[src/bck_pkg.sv]
// ---------------------------------------------------------------------------
// bck_pkg: shared definitions for the bc cubic kernel weight core
// widths, register codes, reset values and the words passed between stages
// ---------------------------------------------------------------------------
`default_nettype none

package bck_pkg;

    // field and register widths
    localparam int X_W        = 24;
    localparam int ORD_W      = 2;
    localparam int SHAPE_W    = 20;
    localparam int INV_W      = 24;
    localparam int CFG_ADDR_W = 2;
    localparam int CFG_DATA_W = 24;
    localparam int WEIGHT_W   = 32;

    // t = |x| * inv_scale in Q32, evaluated in Q24
    localparam int T32_W      = X_W + INV_W;
    localparam int FRAC_SHIFT = 8;
    localparam int T_W        = 25;
    localparam int SUP_BIT    = T_W + FRAC_SHIFT;

    // horner datapath
    localparam int COEF_W  = 28;
    localparam int ACC_W   = 38;
    localparam int SPLIT   = 19;
    localparam int PH_W    = ACC_W - SPLIT + T_W + 1;
    localparam int PL_W    = SPLIT + T_W;
    localparam int PROD_W  = 64;
    localparam int Q24_SH  = 24;
    localparam int MAG_W   = ACC_W - 1;

    // scale chain, value capped at 2^(VAL_W-1)
    localparam int VAL_W   = 84;
    localparam int CHUNK_W = 21;
    localparam int N_CHUNK = VAL_W / CHUNK_W;
    localparam int PP_W    = CHUNK_W + INV_W;
    localparam int WIDE_W  = VAL_W + INV_W;
    localparam int V_SHIFT = 48;
    localparam logic [VAL_W-1:0] VAL_CAP = {1'b1, {(VAL_W-1){1'b0}}};

    // divide by six as a halving and a divide by three
    localparam int U_W     = VAL_W - V_SHIFT - 1;
    localparam int DB_W    = 16;
    localparam int DA_W    = 17;
    localparam int DS_W    = DA_W + 1;
    localparam int A21_W   = 32;
    localparam int DIV3_SH = 19;
    localparam logic [U_W-1:0]   SAT_U   = 35'h1_8000_0000;
    localparam logic [14:0]      K_21845 = 15'd21845;
    localparam logic [DS_W-1:0]  DIV3_M  = 18'd174763;

    localparam logic [WEIGHT_W-1:0] W_MAX = 32'h7FFF_FFFF;
    localparam logic [WEIGHT_W-1:0] W_MIN = 32'h8000_0000;

    localparam logic [INV_W-1:0]         ONE_Q16  = 24'd65536;
    localparam logic signed [COEF_W-1:0] ONE_COEF = 28'sd65536;

    // register indexes
    localparam logic [CFG_ADDR_W-1:0] REG_ORDER     = 2'd0;
    localparam logic [CFG_ADDR_W-1:0] REG_SHAPE_B   = 2'd1;
    localparam logic [CFG_ADDR_W-1:0] REG_SHAPE_C   = 2'd2;
    localparam logic [CFG_ADDR_W-1:0] REG_INV_SCALE = 2'd3;

    // derivative orders
    localparam logic [ORD_W-1:0] ORD_KERNEL = 2'd0;
    localparam logic [ORD_W-1:0] ORD_FIRST  = 2'd1;
    localparam logic [ORD_W-1:0] ORD_SECOND = 2'd2;

    // reset values
    localparam logic [ORD_W-1:0]          ORD_RST     = 2'd0;
    localparam logic signed [SHAPE_W-1:0] SHAPE_B_RST = 20'sd0;
    localparam logic signed [SHAPE_W-1:0] SHAPE_C_RST = 20'sd32768;
    localparam logic [INV_W-1:0]          INV_RST     = 24'd65536;

    // stages from s_axis accept to m_axis output register
    localparam int PIPE_DEPTH = 17;
    localparam int DEPTH_W    = 5;

    typedef struct packed {
        logic [ORD_W-1:0]          ord;
        logic signed [SHAPE_W-1:0] shape_b;
        logic signed [SHAPE_W-1:0] shape_c;
        logic [INV_W-1:0]          inv_scale;
    } cfg_t;

    typedef struct packed {
        logic last;
        logic odd_neg;
        logic in_sup;
    } side_t;

    typedef struct packed {
        logic signed [ACC_W-1:0]  acc;
        logic [T_W-1:0]           t;
        logic signed [COEF_W-1:0] cn0;
        logic signed [COEF_W-1:0] cn1;
        logic signed [COEF_W-1:0] cn2;
        side_t                    side;
    } hn_t;

    typedef struct packed {
        logic [VAL_W-1:0] val;
        logic [ORD_W-1:0] pow;
        logic             neg;
        logic             in_sup;
        logic             last;
    } sc_t;

endpackage

`default_nettype wire

[src/bck_horner_step.sv]
// ---------------------------------------------------------------------------
// bck_horner_step: one horner step, acc = floor(acc * t) + coefficient
// multiply stage with split partial products, then combine and add stage
// ---------------------------------------------------------------------------
`default_nettype none

module bck_horner_step (
    input  logic         clk,
    input  logic         rst_n,
    input  logic         in_vld,
    output logic         in_rdy,
    input  bck_pkg::hn_t in_word,
    output logic         out_vld,
    input  logic         out_rdy,
    output bck_pkg::hn_t out_word
);
    import bck_pkg::*;

    logic                     vld_m_reg;
    logic                     vld_a_reg;
    logic                     en_m;
    logic                     en_a;
    logic signed [PH_W-1:0]   ph_reg;
    logic signed [PH_W-1:0]   ph_next;
    logic [PL_W-1:0]          pl_reg;
    logic [PL_W-1:0]          pl_next;
    hn_t                      m_reg;
    hn_t                      out_reg;
    hn_t                      out_next;
    logic signed [PROD_W-1:0] prod;
    logic signed [ACC_W-1:0]  coef_ext;

    assign en_a     = ~vld_a_reg | out_rdy;
    assign en_m     = ~vld_m_reg | en_a;
    assign in_rdy   = en_m;
    assign out_vld  = vld_a_reg;
    assign out_word = out_reg;

    // upper half signed, lower half unsigned
    assign ph_next = $signed(in_word.acc[ACC_W-1:SPLIT]) * $signed({1'b0, in_word.t});
    assign pl_next = in_word.acc[SPLIT-1:0] * in_word.t;

    always_ff @(posedge clk or negedge rst_n)
    begin
        if (!rst_n)
        begin
            vld_m_reg <= 1'b0;
            vld_a_reg <= 1'b0;
        end
        else
        begin
            if (en_m)
            begin
                vld_m_reg <= in_vld;
            end
            if (en_a)
            begin
                vld_a_reg <= vld_m_reg;
            end
        end
    end

    always_ff @(posedge clk)
    begin
        if (en_m)
        begin
            ph_reg <= ph_next;
            pl_reg <= pl_next;
            m_reg  <= in_word;
        end
        if (en_a)
        begin
            out_reg <= out_next;
        end
    end

    assign prod = ($signed({{(PROD_W-PH_W){ph_reg[PH_W-1]}}, ph_reg}) <<< SPLIT)
                + $signed({{(PROD_W-PL_W){1'b0}}, pl_reg});

    assign coef_ext = {{(ACC_W-COEF_W-FRAC_SHIFT){m_reg.cn0[COEF_W-1]}}, m_reg.cn0,
                       {FRAC_SHIFT{1'b0}}};

    // floor to q24 is a plain bit select of the signed product
    always_comb
    begin
        out_next     = m_reg;
        out_next.acc = prod[ACC_W+Q24_SH-1:Q24_SH] + coef_ext;
        out_next.cn0 = m_reg.cn1;
        out_next.cn1 = m_reg.cn2;
        out_next.cn2 = '0;
    end

endmodule

`default_nettype wire

[config.mk]
export PLATFORM = sky130hd
export DESIGN_NAME = bck_horner_step
export DESIGN_NICKNAME = d
export VERILOG_FILES = /design/src/bck_pkg.sv /design/src/bck_horner_step.sv
export SDC_FILE = /design/constraint.sdc
export NUM_CORES = 2
export LEC_CHECK = 0
export ABC_AREA = 1
export BUFFER_PORTS_ARGS = -buffer_cell sky130_fd_sc_hd__buf_2
export CORE_UTILIZATION = 64
export DETAILED_ROUTE_END_ITERATION = 8
export GPL_ROUTABILITY_DRIVEN = 0
export PLACE_DENSITY = 0.84
export SYNTH_ARGS = -nofsm -noshare
export SYNTH_HDL_FRONTEND = slang
export SYNTH_SLANG_ARGS = --single-unit
[constraint.sdc]
create_clock -name clk -period 7.07 [get_ports clk]
set_input_delay 0.3535 -clock clk [delete_from_list [all_inputs] [get_ports clk]]
set_output_delay 0.3535 -clock clk [all_outputs]
set_load 0.05 [all_outputs]
### Yosys cells after proc, flatten, opt, wreduce, memory -nomap -nowiden

Index checks and enable logic that the tools add are counted.

| operators by class | value |
|---|---|
| $add $sub $neg | 2 |
| multipliers | 2 |
| divide/modulo/power cells | 0 |
| order comparisons | 0 |
| eq/ne operators | 0 |
| shifts and indexed selects | 0 |
| multiplexer cells | 0 |
| bitwise operators | 4 |
| reduce and logical (&&, ||, !) cells | 0 |

Operators with widths:

| cell | number |
|---|---|
| $add A62 B45 Y62 | 1 |
| $mul A19 B25 Y44 | 1 |
| $mul A19 B26 Y43 | 1 |
| $add A38 B38 Y38 | 1 |
| $not A1 Y1 | 2 |
| $or A1 B1 Y1 | 2 |

| word-level totals | value |
|---|---|
| register bits after elaboration | 323 |
| latch bits | 0 |
| memory bits (writable) | 0 |
| bits in read-only memories | 0 |
| input bits | 154 |
| word-level logic and storage cells | 26 |
| memories kept | 0 |

### Logic depth before layout (Yosys ltp)

| logic depth | value |
|---|---|
| depth in word-level cells | 3 |
| mapped depth | 28 |

### Worst setup path before layout

OpenSTA, ideal clock, no wires.

| timing path | value |
|---|---|
| path type | reg2reg |
| start point | reg vld_a_reg, in the netlist out_vld |
| end point | reg m_reg, in the netlist coef_ext[10], enable pin |
| setup time | 2.057 ns |
| arrival time | 5.136 ns |
| required time | 5.013 ns |
| path slack | -0.122 ns |
| stages on the path, launching flop included | 2 |
| path through | dfrtp_1 -> nand3_1 |

| on the way | value |
|---|---|
| longest elaborated chain between the ends | 3 |

RTL lines:

| what | RTL line | RTL |
|---|---|---|
| from (decl) | bck_horner_step.sv:20 | `logic vld_a_reg;` |
| from (signal assigned) | bck_horner_step.sv:58 | `vld_a_reg <= vld_m_reg;` |
| $not A1 Y1 | bck_horner_step.sv:33 | `assign en_a = ~vld_a_reg \| out_rdy;` |
| $or A1 B1 Y1 | bck_horner_step.sv:33 |  |
| $or A1 B1 Y1 | bck_horner_step.sv:34 | `assign en_m = ~vld_m_reg \| en_a;` |
| named net in_rdy | bck_horner_step.sv:11 | `output logic in_rdy,` |
| to (signal assigned) | bck_horner_step.sv:69 | `m_reg <= in_word;` |
| to (decl) | bck_horner_step.sv:27 | `hn_t m_reg;` |

The timed path passes the listed nets, and every way through them passes these cells.
A chain may end at the register's enable or synchronous reset.

### Worst setup path after layout

| timing path | value |
|---|---|
| start point | in in_word[98] (netlist bit) |
| end point | reg ph_reg[30], data pin |

| on the way | value |
|---|---|
| longest elaborated chain between the ends | 1 |

RTL lines:

| what | RTL line | RTL |
|---|---|---|
| from (decl) | bck_horner_step.sv:12 | `input bck_pkg::hn_t in_word,` |
| $mul A19 B26 Y43 | bck_horner_step.sv:40 | `assign ph_next = $signed(in_word.acc[ACC_W-1:SPLIT]) * $signed({1'b0, in_word.t});` |
| named net ph_next[30] | bck_horner_step.sv:24 | `logic signed [PH_W-1:0] ph_next;` |
| to (signal assigned) | bck_horner_step.sv:67 | `ph_reg <= ph_next;` |
| to (decl) | bck_horner_step.sv:23 | `logic signed [PH_W-1:0] ph_reg;` |

The timed path passes the listed nets, and every way through them passes these cells.

==> flow_summary.toml <==
[outcome]
status = "finished, final reports clean"

[floorplan]
core-area_um2 = 70100
dieArea_um2 = 72200
rows = 97
initial_core_util = 0.649
fp.dieH_um = 269
ios = 306
die_x_um = 269

[global_routing]
track_usage = 0.351
grt_pass1_wl_um = 196000
antenna_found_initial = 1
overflow = 0
grt_pass1_vias = 38300
grt_max_degree = 129

[placement]
port_buffers = 277
dpl_worst_slack_ns = 0.639
placed_cells = 6435
hpwl_um = 95300

[sta]
tns_ns = 0
period_share = 0.852
fin_skew_ns = 0.0404
period_minus_slack_ns = 6.02
max_freq_ghz = 0.166
tightest_slew_ns = 0.942
drv_slew = 0
relSlewSlack = 0.372
rsz0062_at_grt = "no"
final-hold-violation-count = 0
finalWorstSetupSlack_ns = 1.05
setup_viol = 0

[clock_tree]
htree_levels = 1
cts_tree = "built"
cts_root_buffer = "clkbuf_16"
cts_buffers = 29
cts.path.max_buffers = 3
cts_resized = 0
cts_hold_buffers = 89
clk_pin_slew_ns = 0.07
clock-sinks = 304
clock_latency_ns = 0.59
postCtsSetupRepairBufs = 0

[detailed_routing]
first_iter_violations = 3975
dr.pass1.iters = 6
routed_via_density = 5.59
routed_wl_um = 124000
wl_per_cell_um = 18.8
ant_nets = 0
vias = 36700
drcViolationCount = 0

[critical_path]
r2r-start = "ph_reg[15]"
r2r_slack_ns = 2.98
required_ns = 7.41
path_max_fanout = 22
endpoint = "ph_reg[30]"
cp-start-kind = "input port"
cpMostUsedCell = "fa_1"
cp_cell_sequence = "buf_2, buf_4, nand2_1, inv_1, fa_1, inv_1, fa_1, fa_1, inv_1, fa_1, fa_1, fa_1, fa_1, ha_1, nand2_1, nor2_1, inv_1, nor2_1, nand2_1, nand2_1, nand2_1, nand3_1, nand2_1"
cp_num_buf_inv = 6
crit_type = "in2reg"
reg2reg_to = "out_word[149]"
worstRegToRegCells = 15
crit_path_end_kind = "flop"
path_delay_family = "adder cells"
path_depth = 23
max_stage_delay_ns = 0.52
cp.arrival_ns = 6.37
setup.worst_path.start = "in_word[98]"
worst_path_max_delay_cell = "fa_1"

[final_layout]
area_growth_pct = 9.20
largest_reg_flops = 122
layout-drive-gt1-share = 0.0793
stdcell_count = 6577
mostFrequentLayoutCells = "inv_1, nand2_1, fa_1"
nNetsFinal = 6888
fin_util = 0.708
layout_commonest_cell = "inv_1"

[logic_synthesis]
synth_flop_cell = "edfxtp_1"
avgSynthCellArea_um2 = 8.47
synth-seq-cells = 304
synthesis.area_um2 = 45500
async_flop_share = 0.00658
postSynthCellCount = 5376
synth_edf_count = 302
ys_warn_count = 0
seq_area_frac_synth = 0.200
ys_types = 48

[run]
maxCapViolCount = 0

[worst_hold_path]
hold_path.class = "in2async"
-- cells by family after synthesis --
logic type                 synth area share
AOI/OAI and AO/OA                    0.0402
xor gates and xnor gates             0.0181
adders and majority gates             0.436
buffers and inverters                 0.141
DFF                                   0.200
other                             0.0000824
and+or+nand+nor                       0.164
-- cells in the mapped netlist, types with 2 or more instances --
cell type / instances / area share
inv_1: 1436 / 0.12
nand2_1: 1392 / 0.11
fa_1: 780 / 0.34
ha_1: 339 / 0.093
edfxtp_1: 302 / 0.20
nor2_1: 249 / 0.021
clkbuf_1: 154 / 0.013
a21oi_1: 152 / 0.017
nand3_1: 91 / 0.010
o21ai_0: 80 / 0.0088
xor2_1: 67 / 0.013
buf_1: 49 / 0.0040
nand4_1: 36 / 0.0049
buf_4: 30 / 0.0049
nor3_1: 27 / 0.0030
xnor2_1: 27 / 0.0052
a21o_1: 18 / 0.0030
o21bai_1: 15 / 0.0025
a31oi_1: 14 / 0.0019
or2_2: 12 / 0.0016
nand2_2: 11 / 0.0015
nand3b_1: 10 / 0.0016
o21a_1: 9 / 0.0015
o21ai_1: 9 / 0.00099
nor2_2: 8 / 0.0011
a21boi_0: 7 / 0.0012
clkbuf_2: 6 / 0.00066
nor4_2: 6 / 0.0016
a21oi_2: 4 / 0.00077
inv_2: 4 / 0.00033
nand3_2: 4 / 0.00088
o21ai_2: 4 / 0.00077
nor2_4: 3 / 0.00074
o211ai_1: 3 / 0.00049
a211oi_1: 2 / 0.00033
and3_1: 2 / 0.00027
buf_2: 2 / 0.00022
dfrtp_1: 2 / 0.0011
-- worst reg2reg max path, delay by kind of cell (launching register included) --
| kind | cells | cell delay (ns) |
|---|---|---|
| and+or+nand+nor | 5 | 0.73 |
| adders and majority gates | 2 | 0.76 |
| AOI/OAI and AO/OA | 7 | 1.78 |
| xor gates and xnor gates | 1 | 0.12 |
| DFF | 1 | 0.43 |
-- per-layer routing --
metal / part of all wire / vias to the layer above / GRT usage
met5: 0 / - / 0
met4: 0.053 / 0 / 0.160
met3: 0.13 / 523 / 0.0953
met2: 0.46 / 2400 / 0.574
met1: 0.35 / 17600 / 0.435
li1: - / 16200 / -
-- final cells by class --
cell class                 instances  area (um^2)
antenna                            1         2.50
clock buffer                      34          785
clock inverter                    18          305
fill                            5074        20500
inverter                        1440         5410
multi-input combinational       3418        30100
sequential                       304         9120
tap                              940         1180
timing repair buffer             422         2820
-- worst min path at each step --
stage | from | endpoint | cells after the start
detailed placement | rst_n | out_vld | 1
global placement | rst_n | out_vld | 1
finish | rst_n | out_vld | 2
floorplan | rst_n | out_vld | 0
CTS | rst_n | out_vld | 2
global route | rst_n | out_vld | 2
-- through the flow --
stage          hold WS [ns]  area, um^2
6_report             0.0995       49700
5_1_grt               0.101       49700
4_1_cts              0.0607       49700
3_5_place_dp          0.141       47700
3_3_place_gp          0.141       47700
2_1_floorplan        0.0579       45600
Power is not shown: default switching activity piles up to over one toggle a cycle in this logic, so the estimate is an artifact.
