--- config.mk ---
export PLATFORM = sky130hd
export DESIGN_NAME = bck_coef
export DESIGN_NICKNAME = d
export VERILOG_FILES = /design/src/bck_pkg.sv /design/src/bck_coef.sv
export SDC_FILE = /design/constraint.sdc
export NUM_CORES = 2
export LEC_CHECK = 0
export ABC_CLOCK_PERIOD_IN_PS = 11700
export BUFFER_PORTS_ARGS = -buffer_cell sky130_fd_sc_hd__buf_4
export CAP_MARGIN = 20
export CORE_ASPECT_RATIO = 1.25
export CORE_MARGIN = 2
export CORE_UTILIZATION = 60
export CTS_BUF_LIST = sky130_fd_sc_hd__clkbuf_4 sky130_fd_sc_hd__clkbuf_8
export CTS_CLUSTER_SIZE = 30
export DETAILED_ROUTE_END_ITERATION = 12
export PLACE_DENSITY = 0.81
export SLEW_MARGIN = 30
export SYNTH_ARGS = -nofsm -noshare
export SYNTH_HDL_FRONTEND = slang
export SYNTH_SLANG_ARGS = --single-unit
--- constraint.sdc ---
create_clock -name clk -period 11.7 [get_ports clk]
set_clock_uncertainty 0.15 [all_clocks]
set_input_delay 0 -clock clk [delete_from_list [all_inputs] [get_ports clk]]
set_output_delay 0 -clock clk [all_outputs]
set_load 0.02 [all_outputs]
--- src/bck_pkg.sv ---
// ---------------------------------------------------------------------------
// bck_pkg: shared definitions for the bc cubic kernel weight core
// widths, register codes, reset values and the words passed between stages
// ---------------------------------------------------------------------------
`default_nettype none

package bck_pkg;

    // field and register widths
    localparam int X_W        = 24;
    localparam int ORD_W      = 2;
    localparam int SHAPE_W    = 20;
    localparam int INV_W      = 24;
    localparam int CFG_ADDR_W = 2;
    localparam int CFG_DATA_W = 24;
    localparam int WEIGHT_W   = 32;

    // t = |x| * inv_scale in Q32, evaluated in Q24
    localparam int T32_W      = X_W + INV_W;
    localparam int FRAC_SHIFT = 8;
    localparam int T_W        = 25;
    localparam int SUP_BIT    = T_W + FRAC_SHIFT;

    // horner datapath
    localparam int COEF_W  = 28;
    localparam int ACC_W   = 38;
    localparam int SPLIT   = 19;
    localparam int PH_W    = ACC_W - SPLIT + T_W + 1;
    localparam int PL_W    = SPLIT + T_W;
    localparam int PROD_W  = 64;
    localparam int Q24_SH  = 24;
    localparam int MAG_W   = ACC_W - 1;

    // scale chain, value capped at 2^(VAL_W-1)
    localparam int VAL_W   = 84;
    localparam int CHUNK_W = 21;
    localparam int N_CHUNK = VAL_W / CHUNK_W;
    localparam int PP_W    = CHUNK_W + INV_W;
    localparam int WIDE_W  = VAL_W + INV_W;
    localparam int V_SHIFT = 48;
    localparam logic [VAL_W-1:0] VAL_CAP = {1'b1, {(VAL_W-1){1'b0}}};

    // divide by six as a halving and a divide by three
    localparam int U_W     = VAL_W - V_SHIFT - 1;
    localparam int DB_W    = 16;
    localparam int DA_W    = 17;
    localparam int DS_W    = DA_W + 1;
    localparam int A21_W   = 32;
    localparam int DIV3_SH = 19;
    localparam logic [U_W-1:0]   SAT_U   = 35'h1_8000_0000;
    localparam logic [14:0]      K_21845 = 15'd21845;
    localparam logic [DS_W-1:0]  DIV3_M  = 18'd174763;

    localparam logic [WEIGHT_W-1:0] W_MAX = 32'h7FFF_FFFF;
    localparam logic [WEIGHT_W-1:0] W_MIN = 32'h8000_0000;

    localparam logic [INV_W-1:0]         ONE_Q16  = 24'd65536;
    localparam logic signed [COEF_W-1:0] ONE_COEF = 28'sd65536;

    // register indexes
    localparam logic [CFG_ADDR_W-1:0] REG_ORDER     = 2'd0;
    localparam logic [CFG_ADDR_W-1:0] REG_SHAPE_B   = 2'd1;
    localparam logic [CFG_ADDR_W-1:0] REG_SHAPE_C   = 2'd2;
    localparam logic [CFG_ADDR_W-1:0] REG_INV_SCALE = 2'd3;

    // derivative orders
    localparam logic [ORD_W-1:0] ORD_KERNEL = 2'd0;
    localparam logic [ORD_W-1:0] ORD_FIRST  = 2'd1;
    localparam logic [ORD_W-1:0] ORD_SECOND = 2'd2;

    // reset values
    localparam logic [ORD_W-1:0]          ORD_RST     = 2'd0;
    localparam logic signed [SHAPE_W-1:0] SHAPE_B_RST = 20'sd0;
    localparam logic signed [SHAPE_W-1:0] SHAPE_C_RST = 20'sd32768;
    localparam logic [INV_W-1:0]          INV_RST     = 24'd65536;

    // stages from s_axis accept to m_axis output register
    localparam int PIPE_DEPTH = 17;
    localparam int DEPTH_W    = 5;

    typedef struct packed {
        logic [ORD_W-1:0]          ord;
        logic signed [SHAPE_W-1:0] shape_b;
        logic signed [SHAPE_W-1:0] shape_c;
        logic [INV_W-1:0]          inv_scale;
    } cfg_t;

    typedef struct packed {
        logic last;
        logic odd_neg;
        logic in_sup;
    } side_t;

    typedef struct packed {
        logic signed [ACC_W-1:0]  acc;
        logic [T_W-1:0]           t;
        logic signed [COEF_W-1:0] cn0;
        logic signed [COEF_W-1:0] cn1;
        logic signed [COEF_W-1:0] cn2;
        side_t                    side;
    } hn_t;

    typedef struct packed {
        logic [VAL_W-1:0] val;
        logic [ORD_W-1:0] pow;
        logic             neg;
        logic             in_sup;
        logic             last;
    } sc_t;

endpackage

`default_nettype wire

--- src/bck_coef.sv ---
// ---------------------------------------------------------------------------
// bck_coef: offset to t and piece coefficients
// stage a forms |x| * inv_scale, stage b picks the piece and its coefficients
// ---------------------------------------------------------------------------
`default_nettype none

module bck_coef (
    input  logic                  clk,
    input  logic                  rst_n,
    input  bck_pkg::cfg_t         cfg,
    input  logic                  in_vld,
    output logic                  in_rdy,
    input  logic [bck_pkg::X_W-1:0] x,
    input  logic                  last,
    output logic                  out_vld,
    input  logic                  out_rdy,
    output bck_pkg::hn_t          out
);
    import bck_pkg::*;

    logic                     vld_a_reg;
    logic                     vld_b_reg;
    logic                     en_a;
    logic                     en_b;
    logic [X_W-1:0]           ax;
    logic [T32_W-1:0]         t32_reg;
    logic [T32_W-1:0]         t32_next;
    logic                     last_a_reg;
    logic                     odd_neg_a_reg;
    logic                     outer;
    logic signed [COEF_W-1:0] bs;
    logic signed [COEF_W-1:0] cs;
    logic signed [COEF_W-1:0] c3;
    logic signed [COEF_W-1:0] c2;
    logic signed [COEF_W-1:0] c1;
    logic signed [COEF_W-1:0] c0;
    hn_t                      hn_reg;
    hn_t                      hn_next;

    assign en_b    = ~vld_b_reg | out_rdy;
    assign en_a    = ~vld_a_reg | en_b;
    assign in_rdy  = en_a;
    assign out_vld = vld_b_reg;
    assign out     = hn_reg;

    assign ax       = x[X_W-1] ? (~x + 1'b1) : x;
    assign t32_next = ax * cfg.inv_scale;

    always_ff @(posedge clk or negedge rst_n)
    begin
        if (!rst_n)
        begin
            vld_a_reg <= 1'b0;
            vld_b_reg <= 1'b0;
        end
        else
        begin
            if (en_a)
            begin
                vld_a_reg <= in_vld;
            end
            if (en_b)
            begin
                vld_b_reg <= vld_a_reg;
            end
        end
    end

    always_ff @(posedge clk)
    begin
        if (en_a)
        begin
            t32_reg       <= t32_next;
            last_a_reg    <= last;
            odd_neg_a_reg <= (cfg.ord == ORD_FIRST) && x[X_W-1];
        end
        if (en_b)
        begin
            hn_reg <= hn_next;
        end
    end

    assign outer = t32_reg[SUP_BIT-1];
    assign bs    = {{(COEF_W-SHAPE_W){cfg.shape_b[SHAPE_W-1]}}, cfg.shape_b};
    assign cs    = {{(COEF_W-SHAPE_W){cfg.shape_c[SHAPE_W-1]}}, cfg.shape_c};

    // six times the published piece, coefficients in q16
    always_comb
    begin
        c3 = '0;
        c2 = '0;
        c1 = '0;
        c0 = '0;
        unique case (cfg.ord)
            ORD_KERNEL:
            begin
                if (outer)
                begin
                    c3 = -bs - 28'sd6 * cs;
                    c2 = 28'sd6 * bs + 28'sd30 * cs;
                    c1 = -(28'sd12 * bs) - 28'sd48 * cs;
                    c0 = 28'sd8 * bs + 28'sd24 * cs;
                end
                else
                begin
                    c3 = 28'sd12 * ONE_COEF - 28'sd9 * bs - 28'sd6 * cs;
                    c2 = -(28'sd18 * ONE_COEF) + 28'sd12 * bs + 28'sd6 * cs;
                    c0 = 28'sd6 * ONE_COEF - 28'sd2 * bs;
                end
            end
            ORD_FIRST:
            begin
                if (outer)
                begin
                    c2 = -(28'sd3 * bs) - 28'sd18 * cs;
                    c1 = 28'sd12 * bs + 28'sd60 * cs;
                    c0 = -(28'sd12 * bs) - 28'sd48 * cs;
                end
                else
                begin
                    c2 = 28'sd36 * ONE_COEF - 28'sd27 * bs - 28'sd18 * cs;
                    c1 = -(28'sd36 * ONE_COEF) + 28'sd24 * bs + 28'sd12 * cs;
                end
            end
            default:
            begin
                if (outer)
                begin
                    c1 = -(28'sd6 * bs) - 28'sd36 * cs;
                    c0 = 28'sd12 * bs + 28'sd60 * cs;
                end
                else
                begin
                    c1 = 28'sd72 * ONE_COEF - 28'sd54 * bs - 28'sd36 * cs;
                    c0 = -(28'sd36 * ONE_COEF) + 28'sd24 * bs + 28'sd12 * cs;
                end
            end
        endcase
    end

    always_comb
    begin
        hn_next             = '0;
        hn_next.acc         = {{(ACC_W-COEF_W-FRAC_SHIFT){c3[COEF_W-1]}}, c3,
                               {FRAC_SHIFT{1'b0}}};
        hn_next.t           = t32_reg[SUP_BIT-1:FRAC_SHIFT];
        hn_next.cn0         = c2;
        hn_next.cn1         = c1;
        hn_next.cn2         = c0;
        hn_next.side.last   = last_a_reg;
        hn_next.side.odd_neg = odd_neg_a_reg;
        hn_next.side.in_sup = (t32_reg[T32_W-1:SUP_BIT] == '0);
    end

endmodule

`default_nettype wire

Yosys cells after proc, flatten, opt, wreduce, memory -nomap -nowiden
Index checks and enable logic that the tools add are counted.

storage, ports and cells
  flip-flop bits (word level) = 192
  word-level logic and storage cells = 74
  input bits = 95

operators by class
  multiplexer cells = 12
  $add $sub $neg = 23
  bitwise operators = 5
  multipliers = 16
  reductions and logical operators = 3
  eq/ne operators = 1

operators by type and width
  operator                                                              number
  28-bit 2-to-1 mux                                                     8
  3-bit by 20-bit multiplier with 23-bit output, first input constant   8
  28-bit one-hot mux with 2 select lines                                3
  5-bit by 20-bit multiplier with 25-bit output, first input constant   5
  28-bit by 27-bit subtractor with 28-bit output                        3
  6-bit by 20-bit multiplier with 26-bit output, first input constant   2
  24-bit by 24-bit multiplier with 48-bit output                        1
  25-bit by 27-bit adder with 28-bit output                             1
  27-bit by 25-bit adder with 28-bit output                             1
  20-bit negation with 28-bit output                                    1
  23-bit negation with 28-bit output                                    1
  24-bit negation with 28-bit output                                    1
  25-bit negation with 28-bit output                                    1
  24-bit by 27-bit subtractor with 28-bit output, first input constant  1
  27-bit by 26-bit subtractor with 28-bit output                        1
  28-bit by 24-bit subtractor with 28-bit output                        1
  28-bit by 26-bit subtractor with 28-bit output                        1
  23-bit by 26-bit adder with 27-bit output                             1
  23-bit by 26-bit adder with 27-bit output, first input constant       1
  24-bit by 26-bit adder with 27-bit output                             1
  26-bit by 24-bit adder with 27-bit output                             1
  23-bit by 26-bit subtractor with 27-bit output, first input constant  1
  26-bit by 24-bit subtractor with 27-bit output                        1
  22-bit by 25-bit adder with 26-bit output, first input constant       1
  other kinds (11)                                                      13

Depth between registers and ports, before layout
  depth in word-level cells = 5
  mapped depth = 35

Worst setup path before layout
Ideal clock, no wire load.

  path kind = in2reg
  from = input x[4] in the netlist's numbering
  to = register t32_reg[47] (data pin)
  setup time = 0.265 ns
  stages = 30
  slack = 3.672 ns
  arrival time = 7.612 ns
  buffers on the path = 1
  required time = 11.285 ns
  path through = nor3_1 > nand2b_1 > nor2_1 > nand4_1 > nand2b_1 > nor4bb_1 > clkbuf_1 > nand2_1 > fa_1 > fa_1 > fa_1 > inv_1 > fa_1 > fa_1 > fa_1 > inv_1 > fa_1 > inv_1 > ha_1 > a21o_1 > a21o_1 > a21oi_1 > o211ai_1 > a221oi_1 > o211ai_1 > a21oi_1 > nor3_1 > nor2_1 > nor2_1 > or3_1

on the way
  word-level cells in the longest chain between the ends = 4

ends and longest elaborated chain
  element                                           RTL line        RTL
  start, declared                                   bck_coef.sv:13  input logic [bck_pkg::X_W-1:0] x,
  24-bit inverter                                   bck_coef.sv:46  assign ax = x[X_W-1] ? (~x + 1'b1) : x;
  24-bit by 1-bit adder with 24-bit output          bck_coef.sv:46
  24-bit 2-to-1 mux *                               bck_coef.sv:46
  24-bit by 24-bit multiplier with 48-bit output *  bck_coef.sv:47  assign t32_next = ax * cfg.inv_scale;
  named net t32_next[47]                            bck_coef.sv:27  logic [T32_W-1:0] t32_next;
  end signal, assigned                              bck_coef.sv:73  t32_reg <= t32_next;
  end, declared                                     bck_coef.sv:26  logic [T32_W-1:0] t32_reg;

Mark *: on every way through the listed nets, which the timed path passes. The rest lies on a longest branch.
A chain may end at the register's enable or synchronous reset.

Worst setup path in the final report
  from = input cfg[46] in the netlist's numbering
  to = register hn_reg, in the netlist out[84] (data pin)

on the way
  word-level cells in the longest chain between the ends = 5
  elaborated cells between the ends (all ways) = 14
  those cells by class = add/sub (7); mul (4); mux (3)

ends and longest elaborated chain
  element                                                                                                                RTL line                         RTL
  start, declared                                                                                                        bck_coef.sv:10                   input bck_pkg::cfg_t cfg,
  6-bit by 20-bit multiplier with 26-bit output / 3-bit by 20-bit multiplier with 23-bit output (equally long branches)  n/a
  23-bit by 26-bit subtractor with 27-bit output, or another cell as far along                                           bck_coef.sv:121                  c2 = 28'sd36 * ONE_COEF - 28'sd27 * bs - 28'sd18 * cs;
  27-bit by 26-bit subtractor with 28-bit output, or another cell as far along                                           bck_coef.sv:121
  28-bit 2-to-1 mux (on tied branches)                                                                                   bck_coef.sv:113, bck_coef.sv:97
  28-bit one-hot mux with 2 select lines *                                                                               bck_coef.sv:94                   unique case (cfg.ord)
  end signal, assigned                                                                                                   bck_coef.sv:79                   hn_reg <= hn_next;
  end, declared                                                                                                          bck_coef.sv:37                   hn_t hn_reg;

Mark *: on every way between the ends. The rest lies on a longest branch, timed or not.

==> impl_metrics.yaml <==
global_route:
  grt_pass1_wl_um: 246800
  overflow: 0
  track_usage: 0.3742
  grt_pass1_vias: 43900
  grt_max_degree: 141
  antenna_found_initial: 2
route:
  vias: 42450
  post-route-drc-count: 0
  via_per_inst: 6.003
  dr.pass1.iters: 8
  route.met2.wl_um: 77130
  drtIter0Drc: 2908
  m1WireLength_um: 55700
  ant_nets: 0
  top_layer: "met4"
  avgRoutedWirePerCell_um: 22.84
  wl_met3_um: 11280
  wirelength_um: 161500
yosys:
  synth-main-ff-cell: "edfxtp_1"
  synth_cell_types: 87
  syn_avg_cell_area_um2: 8.816
  ys_ff_latch: 182
  synth_edf_count: 180
  synth_fa_ha_area_frac: 0.4575
  ys_warn_count: 0
  synth_top_family_by_area: "adder cells"
  synthArstFlopShare: 0.01099
  synth_compound_area_frac: 0.1348
  synthesis.area_um2: 51220
  synthesis.instances: 5810
  ys_seq_area_frac: 0.1065
  synth-xor-area-share: 0.06361
  synth-simple-area-share: 0.1419
  synthMuxAreaShare: 0.004470
placement:
  hpwlAfterDp_um: 129100
  finalWeightedCongestion: 1.038
  port_buffers: 236
clock_network:
  ctsHtreeMaxLevel: 4
  cts_tree: "built"
  clockBufferDepth: 2
  clk_latency_ns: 0.63
  numCtsBuffers: 17
  cts_sinks: 182
  clk_pin_slew_ns: 0.13
  root_buffer: "clkbuf_8"
  cts_setup_buffers: 0
layout:
  syn_to_final_growth_pct: 6.947
  final_cell_mix: "1052 x inv_1, 785 x ha_1, 680 x fa_1"
  largest_register_ffs: 138
  drive_gt1_frac: 0.06139
  final_common_cell: "inv_1"
  nNetsFinal: 7525
timing:
  fin_crit_ns: 8.656
  hold_violations: 0
  maxSlewViolCount: 0
  tightest_slew_ns: 1.138
  finalSetupViolations: 0
  rsz0062_at_grt: "false"
  fmax_mhz: 115.5
  relSlewSlack: 0.2388
  fin_crit_sh: 0.7399
  finalSetupTns_ns: 0
floorplanning:
  dieArea_um2: 87740
  die_w_um: 265.3
  die_h_um: 330.7
  rows: 119
  initial_core_util: 0.6067
  io_pins: 247
  core_area_um2: 84420
setup_path:
  cpMaxStageDelayCell: "a311oi_1"
  critPathLaunchType: "input pin"
  crit_buf_inv: 6
  critPathArrivalTime_ns: 8.79
  r2r-end: "out[84]"
  worstSetupPathDepth: 30
  critical_path_required_ns: 11.84
  crit_fanout: 7
  r2r_cells: 7
  endpoint: "out[84]"
  crit_family: "compound AO/OA/AOI/OAI gates"
  worstSetupPathType: "input pin to register"
  end_kind: "register"
  r2r_setup_slack_ns: 7.81
  critical_path.max_stage_delay_ns: 0.87
  startpoint: "cfg[46]"
  timing.rr.start: "t32_reg[32]"
run_status:
  outcome: "completed"
hold_path:
  hold_start: "cfg[52]"
  hp-class: "input pin to register"
run:
  drv_cap: 0
==> area by class of cell <==
cell class	count	area (µm²)
diodes	4	10.01
clock buffers	17	234.0
clock inverters	15	198.9
fillers	7109	29640
inverters	1054	3956
multi-input cells	4406	41220
flip-flops and latches	182	5455
well taps	1089	1363
repair buffers	304	2342
==> metal layers <==
| layer | global-route usage | up-vias |
|---|---|---|
| li1 | - | 19430 |
| met5 | 0 | - |
| met2 | 0.6423 | 1953 |
| met4 | 0.3438 | 0 |
| met1 | 0.3932 | 20360 |
| met3 | 0.06490 | 708 |
==> tightest hold or removal path, cell delays in order <==
cell and delay [ns]:
buf_4 0.18, xnor2_1 0.17, o211ai_1 0.07, o21ai_0 0.06, o21ai_0 0.12
==> repair_timing <==
item,in CTS,in global routing
hold endpoints to repair,37,0
resized for setup,0,0
hold buffers,19,0
==> worst min-delay path by stage <==
stage	cells past startpoint	endpoint	slack, ns
finish	5	out[12]	0.04
global route	5	out[121]	0.05
CTS	5	out[12]	0.002
detailed placement	1	out_vld	-0.36
global placement	1	out_vld	-0.37
floorplan	0	out_vld	-0.45
==> cell usage after synthesis, drive strengths merged, types with 21 or more instances <==
master	instances	share of area
inv	1053	0.077
ha	785	0.19
fa	680	0.27
nand2	486	0.036
and2	333	0.041
a21oi	298	0.029
nor2	264	0.019
xnor2	251	0.043
o21ai	201	0.020
edfxtp	180	0.11
clkbuf	142	0.010
a21o	131	0.019
xor2	121	0.021
nor3	86	0.0084
nand2b	62	0.0076
nand3	62	0.0061
a211oi	56	0.0083
o21a	55	0.0081
nor2b	49	0.0060
o211ai	43	0.0063
a31oi	36	0.0044
buf	35	0.0034
and3	33	0.0040
o21bai	30	0.0044
or3	26	0.0033
nand4	21	0.0026
==> metrics by stage <==
stage	area, µm²	hold WS, ns	setup WS [ns]	util	cells
floorplan	51250	-0.4456	3.672	-	5819
global placement	54110	-0.3667	2.706	0.6409	7016
detailed placement	54120	-0.3643	2.616	0.6411	7016
CTS	54750	0.002060	3.262	0.6485	7067
global route	54770	0.04783	2.749	0.6488	7068
finish	54780	0.04352	3.044	0.6489	7071
==> cells by family after synthesis <==
family / after synthesis
multiplexers: 22
XOR/XNOR: 372
AND/OR/NAND/NOR: 1481
flip-flops: 182
buffers and inverters: 1231
other: 1
AO/OA/AOI/OAI: 1056
adder cells (fa/ha/maj): 1465
Power is not shown: default switching activity piles up to over one toggle a cycle in this logic, so the estimate is an artifact.
